### config.mk
export PLATFORM = sky130hd
export DESIGN_NAME = mrpt_mulmod
export DESIGN_NICKNAME = d
export VERILOG_FILES = /design/src/rtl/mrpt_pkg.sv /design/src/rtl/mrpt_mulmod.sv
export SDC_FILE = /design/constraint.sdc
export NUM_CORES = 1
export LEC_CHECK = 0
export BUFFER_PORTS_ARGS = -buffer_cell sky130_fd_sc_hd__buf_2
export CAP_MARGIN = 25
export CORE_ASPECT_RATIO = 2
export CORE_MARGIN = 4
export CORE_UTILIZATION = 35
export CTS_CLUSTER_SIZE = 25
export DETAILED_ROUTE_END_ITERATION = 16
export HOLD_SLACK_MARGIN = 0.05
export SYNTH_ARGS = -nofsm -noshare
export SYNTH_HDL_FRONTEND = slang
export SYNTH_SLANG_ARGS = --single-unit
### constraint.sdc
create_clock -name clk -period 6.8 [get_ports clk]
set_input_delay 1.02 -clock clk [delete_from_list [all_inputs] [get_ports clk]]
set_output_delay 1.02 -clock clk [all_outputs]
set_load 0.01 [all_outputs]
### src/rtl/mrpt_pkg.sv
// Shared constants and types for the prime test.
package mrpt_pkg;

    localparam int NUMBER_BITS = 31;
    localparam int CNT_W       = $clog2(NUMBER_BITS);
    localparam int STEP_W      = $clog2(NUMBER_BITS + 1);
    localparam int NUM_BASES   = 3;

    localparam logic [NUMBER_BITS-1:0] MR_BASES [NUM_BASES] = '{
        NUMBER_BITS'(2), NUMBER_BITS'(7), NUMBER_BITS'(61)
    };

    // Request to the modular multiplier: a and n held stable while it runs.
    typedef struct packed {
        logic                   start;
        logic [NUMBER_BITS-1:0] a;
        logic [NUMBER_BITS-1:0] b;
        logic [NUMBER_BITS-1:0] n;
    } mul_req_t;

    typedef struct packed {
        logic                   busy;
        logic                   done;
        logic [NUMBER_BITS-1:0] result;
    } mul_rsp_t;

endpackage

### src/rtl/mrpt_mulmod.sv
// Bit-serial modular multiplier: a * b mod n, one bit of b per cycle.
module mrpt_mulmod (
    input  logic              clk,
    input  logic              rst_n,
    input  mrpt_pkg::mul_req_t req,
    output mrpt_pkg::mul_rsp_t rsp
);
    import mrpt_pkg::*;

    logic                   active_reg;
    logic                   done_reg;
    logic [CNT_W-1:0]       cnt_reg;
    logic [NUMBER_BITS-1:0] r_reg;
    logic [NUMBER_BITS-1:0] b_reg;
    logic [NUMBER_BITS-1:0] r_next;
    logic [NUMBER_BITS:0]   dbl;
    logic [NUMBER_BITS:0]   sum;
    logic [NUMBER_BITS:0]   n_ext;

    // r <- (2r + bit*a) mod n, with r, a < n; each partial stays below 2n.
    always_comb
    begin
        n_ext = {1'b0, req.n};
        dbl   = {r_reg, 1'b0};
        if (dbl >= n_ext)
        begin
            dbl = dbl - n_ext;
        end
        sum = dbl + (b_reg[NUMBER_BITS-1] ? {1'b0, req.a} : '0);
        if (sum >= n_ext)
        begin
            sum = sum - n_ext;
        end
        r_next = sum[NUMBER_BITS-1:0];
    end

    always_ff @(posedge clk or negedge rst_n)
    begin
        if (!rst_n)
        begin
            active_reg <= 1'b0;
            done_reg   <= 1'b0;
            cnt_reg    <= '0;
        end
        else
        begin
            done_reg <= 1'b0;
            if (req.start)
            begin
                active_reg <= 1'b1;
                cnt_reg    <= CNT_W'(NUMBER_BITS - 1);
            end
            else if (active_reg)
            begin
                if (cnt_reg == '0)
                begin
                    active_reg <= 1'b0;
                    done_reg   <= 1'b1;
                end
                else
                begin
                    cnt_reg <= cnt_reg - 1'b1;
                end
            end
        end
    end

    always_ff @(posedge clk)
    begin
        if (req.start)
        begin
            r_reg <= '0;
            b_reg <= req.b;
        end
        else if (active_reg)
        begin
            r_reg <= r_next;
            b_reg <= {b_reg[NUMBER_BITS-2:0], 1'b0};
        end
    end

    assign rsp.busy   = active_reg;
    assign rsp.done   = done_reg;
    assign rsp.result = r_reg;

endmodule

### After elaboration in Yosys (flattened, before gate mapping)

Index checks and enable logic that the tools add are counted.

| storage, ports and cells | value |
|---|---|
| bits in registers | 69 |
| input bits | 96 |
| output and inout port bits | 33 |
| word-level logic and storage cells | 29 |

| cells by class | value |
|---|---|
| add/sub/neg operators | 4 |
| $lt $le $gt $ge | 2 |
| equal/unequal tests | 1 |
| muxes and demuxes | 14 |
| reductions and logical operators | 3 |

Operators by type and width:

| kind | count |
|---|---|
| $mux 31 | 4 |
| $ge 32x31->1 | 2 |
| $add 32x31->32 | 1 |
| $mux 32 | 1 |
| $sub 32x31->32 | 1 |
| $sub 31x31->31 | 1 |
| $mux 5 | 3 |
| $mux 1 | 6 |
| $logic_not 5->1 | 1 |
| $sub 5x1->5 const B | 1 |
| $ne 2x2->1 const B | 1 |
| $reduce_and 2->1 | 1 |
| $reduce_bool 2->1 | 1 |

### Depth between registers and ports, before layout

| depth | value |
|---|---|
| depth after elaboration | 5 |
| mapped depth | 35 |
| mapped depth without buffers | 33 |

### Least setup slack after synthesis

OpenSTA, ideal clock, no wires.

| timing path | value |
|---|---|
| path type | input-to-reg |
| start | in req[1] (netlist bit) |
| end | reg r_reg[13] |
| library setup time | 0.122 ns |
| arrival time | 7.709 ns |
| data required time | 6.678 ns |
| slack | -1.030 ns |
| stages on the path | 31 |
| path buffers | 3 |
| path through | inv_1 -> fa_1 -> a211oi_1 -> o21ai_1 -> o311a_1 -> a31oi_2 -> a211oi_1 -> o21ai_2 -> clkbuf_1 -> nand2_1 -> o21ai_0 -> ha_1 -> and2_1 -> a221o_1 -> nor2b_1 -> nor4_1 -> a21oi_1 -> a21o_1 -> a21oi_1 -> xnor2_1 -> ha_1 -> o21ai_0 -> nand2b_1 -> a31o_2 -> a221oi_1 -> a22o_1 -> a21o_1 -> buf_1 -> buf_1 -> nand2_1 -> o311a_1 |

| on the way | value |
|---|---|
| longest elaborated chain between the ends | 5 |
| elaborated cells on any way between the ends | 7 |
| classes of those cells | add/sub: 3; order compare: 2; mux: 2 |

RTL lines:

| element | line | text |
|---|---|---|
| from (decl) | mrpt_mulmod.sv:5 | `input mrpt_pkg::mul_req_t req,` |
| $sub 32x31->32 or $ge 32x31->1 (tied branches) | mrpt_mulmod.sv:27, mrpt_mulmod.sv:25 |  |
| $mux 32 | mrpt_mulmod.sv:25 | `if (dbl >= n_ext)` |
| $add 32x31->32 | mrpt_mulmod.sv:29 | `sum = dbl + (b_reg[NUMBER_BITS-1] ? {1'b0, req.a} : '0);` |
| $sub 31x31->31 or $ge 32x31->1 (tied branches) | mrpt_mulmod.sv:32, mrpt_mulmod.sv:30 |  |
| $mux 31 * | mrpt_mulmod.sv:30 | `if (sum >= n_ext)` |
| to (signal assigned) | mrpt_mulmod.sv:77 | `r_reg <= r_next;` |
| to (decl) | mrpt_mulmod.sv:13 | `logic [NUMBER_BITS-1:0] r_reg;` |

Mark *: on every way between the ends. The rest lies on a longest branch, timed or not.
A chain may end at the register's enable or synchronous reset.

### Final worst setup path

| timing path | value |
|---|---|
| start | in req[1] (netlist bit) |
| end | reg r_reg[15] |

Same word-level chain as after synthesis.

==> impl_metrics.csv <==
group,metric,value,unit
outcome,status,"finished with violations",
outcome,violations,"negative setup slack",
logic_synthesis,seq_area_frac_synth,0.2040,
critical_path,critical_path.endpoint,"r_reg[15]",
critical_path,rr_worst_depth,33,
critical_path,crit_path_start_kind,"primary input",
sta,rsz0062_at_grt,"yes",
logic_synthesis,yosys.area.top_type,"ha_1",
die,die-height,227.9,um
drt,vias,10360,
drt,final_antenna_net_count,0,
drt,routed_wl,37100,um
clock_tree,clk_path_buf_depth,2,
critical_path,crit_path_max_incr_delay,0.41,ns
global_routing,grt_max_degree,71,
clock_tree,cts_hold_buf,0,
logic_synthesis,synthCells,1070,
die,core,23820,um^2
sta,slew_headroom,0.4064,
layout,final_area,13720,um^2
layout,antenna_cells,0,
critical_path,cp-end-kind,"flip-flop",
logic_synthesis,netlist_area,8466,um^2
run,drv_cap,0,
critical_path,path_class,"in2reg",
drt,drc,0,
clock_tree,cts_made_buffers,9,
layout,areaGrowthSynthToFinish,62.12,%
die,die_w,118.0,um
drt,firstDrtPassIters,5,
hold_path,hold_class,"in2async",
sta,hold_slack,0.4955,ns
place,dp_hpwl,28860,um
layout,final_cell_count_no_fill,1869,
layout,nets,1771,
global_routing,grt_pass1_wl,55700,um
layout,final_util,0.5761,
logic_synthesis,ys_ff_latch,69,
critical_path,arrival,7.56,ns
critical_path,r2r_end,"r_reg[15]",
die,dieArea,26890,um^2
sta,setup_viol,31,
sta,period_needed,7.303,ns
critical_path,r2r_start,"r_reg[0]",
sta,fin_skew,0.008295,ns
sta,hold_viol,0,
sta,min_period_over_period,1.074,
logic_synthesis,synth.top_cell.area_share,0.1404,
die,start_util,0.3554,
layout,drive_gt1_frac,0.4583,
clock_tree,cts.clk_slew.worst_paths,0.07,ns
critical_path,worstSetupStartpoint,"req[1]",
logic_synthesis,ys_async_sr_fraction,0.1014,
place,port_buffers,128,
logic_synthesis,post-synth-top-count-cell,"ha_1",
logic_synthesis,ys_top_cells_by_area,"ha_1 (14%), edfxtp_1 (11%), dfxtp_1 (7.3%)",
logic_synthesis,avgSynthCellArea,7.912,um^2
global_routing,grt_antenna_before_repair,0,
clock_tree,h-tree-depth,3,
sta,tightest_slew,0.8903,ns
critical_path,r2r_slack,0.02,ns
logic_synthesis,ys.warnings.count,0,
critical_path,critPathRequiredTime,7.06,ns
logic_synthesis,ys.flop_type,"edfxtp_1",
clock_tree,numClockSinks,69,
die,rows,80,
clock_tree,insertion_delay,0.35,ns
logic_synthesis,yosysUniqueCellTypes,71,
global_routing,grtUsageTotal,0.2618,
critical_path,cp_max_fo,11,
logic_synthesis,yosys-top-cells-count,"ha_1 (95), o21ai_0 (83), a21oi_1 (78), nand2_1 (78), nor2_1 (74)",
place,gp_congestion,1.000,
sta,maxSlewViolCount,0,
sta,fin_ws,-0.5029,ns
sta,fmax,136.9,MHz
drt,drtIter0Drc,482,
clock_tree,cts_tree,"done",
global_routing,grt_pass1_vias,10880,
drt,vias_per_cell,5.543,
logic_synthesis,synth_edf_count,31,
critical_path,slowest_stage,"ha_1",
place,placed_area,12170,um^2
clock_tree,root_buffer,"clkbuf_16",
drt,wl_per_cell,19.85,um
logic_synthesis,syn_nets,1264,
place,placedCellCount,1796,
global_routing,grt_overflow,0,
die,ios,129,
[through the flow]
step,TNS (ns),setup slack [ns]
after floorplan,-2.676,-0.1509
after global placement,-25.19,-0.9804
after global routing,-20.20,-0.7576
after CTS,-8.211,-0.3453
after detailed placement,-28.31,-1.032
final,-13.77,-0.5029
[metal layers]
metal	up-vias	global-route usage	share of wire
met5	-	0	0
met4	0	0.2396	0.11
met3	198	0.03818	0.041
met2	379	0.4981	0.54
met1	4799	0.2300	0.31
li1	4983	-	-
[worst min-delay path by stage]
stage	slack (ns)	to	startpoint
after floorplan	0.49	cnt_reg[4]	cnt_reg[4]
after global placement	0.51	cnt_reg[4]	cnt_reg[4]
after detailed placement	0.53	cnt_reg[4]	cnt_reg[4]
after CTS	0.50	cnt_reg[3]	rst_n
after global routing	0.51	cnt_reg[3]	rst_n
final	0.50	cnt_reg[3]	rst_n
[area by class of cell]
class,count,area [um^2]
clock inverters,6,63.81
multi-input cells,893,7147
flip-flops and latches,69,1728
clock buffers,10,229.0
well taps,287,359.1
repair buffers,541,3958
inverters,63,240.2
fillers,2137,10100
[placed cells by master (no fill, tap or decap), drive strengths merged, types with 4 or more instances in the layout]
cell type  Yosys  layout
xnor2         53      53
a21oi         79      79
nor2          75      75
o21bai        20      20
nand2b        17      17
nor2b          8       8
a211oi        22      22
nor4           9       9
ha            95      95
buf           10     538
o311a          4       4
a2111oi       10      10
inv           63      62
or2            5       5
o211ai        12      12
o21a          10      10
dfrtp          7       7
dfxtp         31      31
and2          33      33
a21o          37      37
or3            5       5
and3           8       8
o31ai          6       6
a31oi         13      13
a211o          5       5
edfxtp        31      31
a221oi         4       4
nor3          19      19
xor2          32      32
nand2         78      78
mux2          31      31
a311oi        18      18
nand4         12      12
o21ai         94      94
nand3         41      41
clkbuf        35      13
[timing repair]
item,4_1_cts,5_1_grt
gates resized for setup,72,90
buffers inserted,22,34
setup endpoints to repair,31,31
pin swaps,32,67
gates cloned,1,4
[critical path: cells and delay by family]
kind / cells / cell delay, ns
adder cells (fa/ha/maj): 3 / 1.11
XOR/XNOR: 1 / 0.21
AO/OA/AOI/OAI: 17 / 3.44
AND/OR/NAND/NOR: 5 / 0.53
buffers and inverters: 9 / 1.25
[kinds of logic (layout without fill, tap and decap cells)]
group           Yosys count  after routing  synth area share
flops                    69             69            0.2040
fa+ha+maj                98             98            0.1475
buf+inv                 108            620           0.05129
compound gates          360            360            0.2802
xor+xnor                 85             85           0.09104
mux                      32             32           0.04242
simple gates            318            318            0.1836
Power is left out: the tool's default activity adds up to more than one toggle a clock period on the data nets, which glitch-free logic cannot reach.
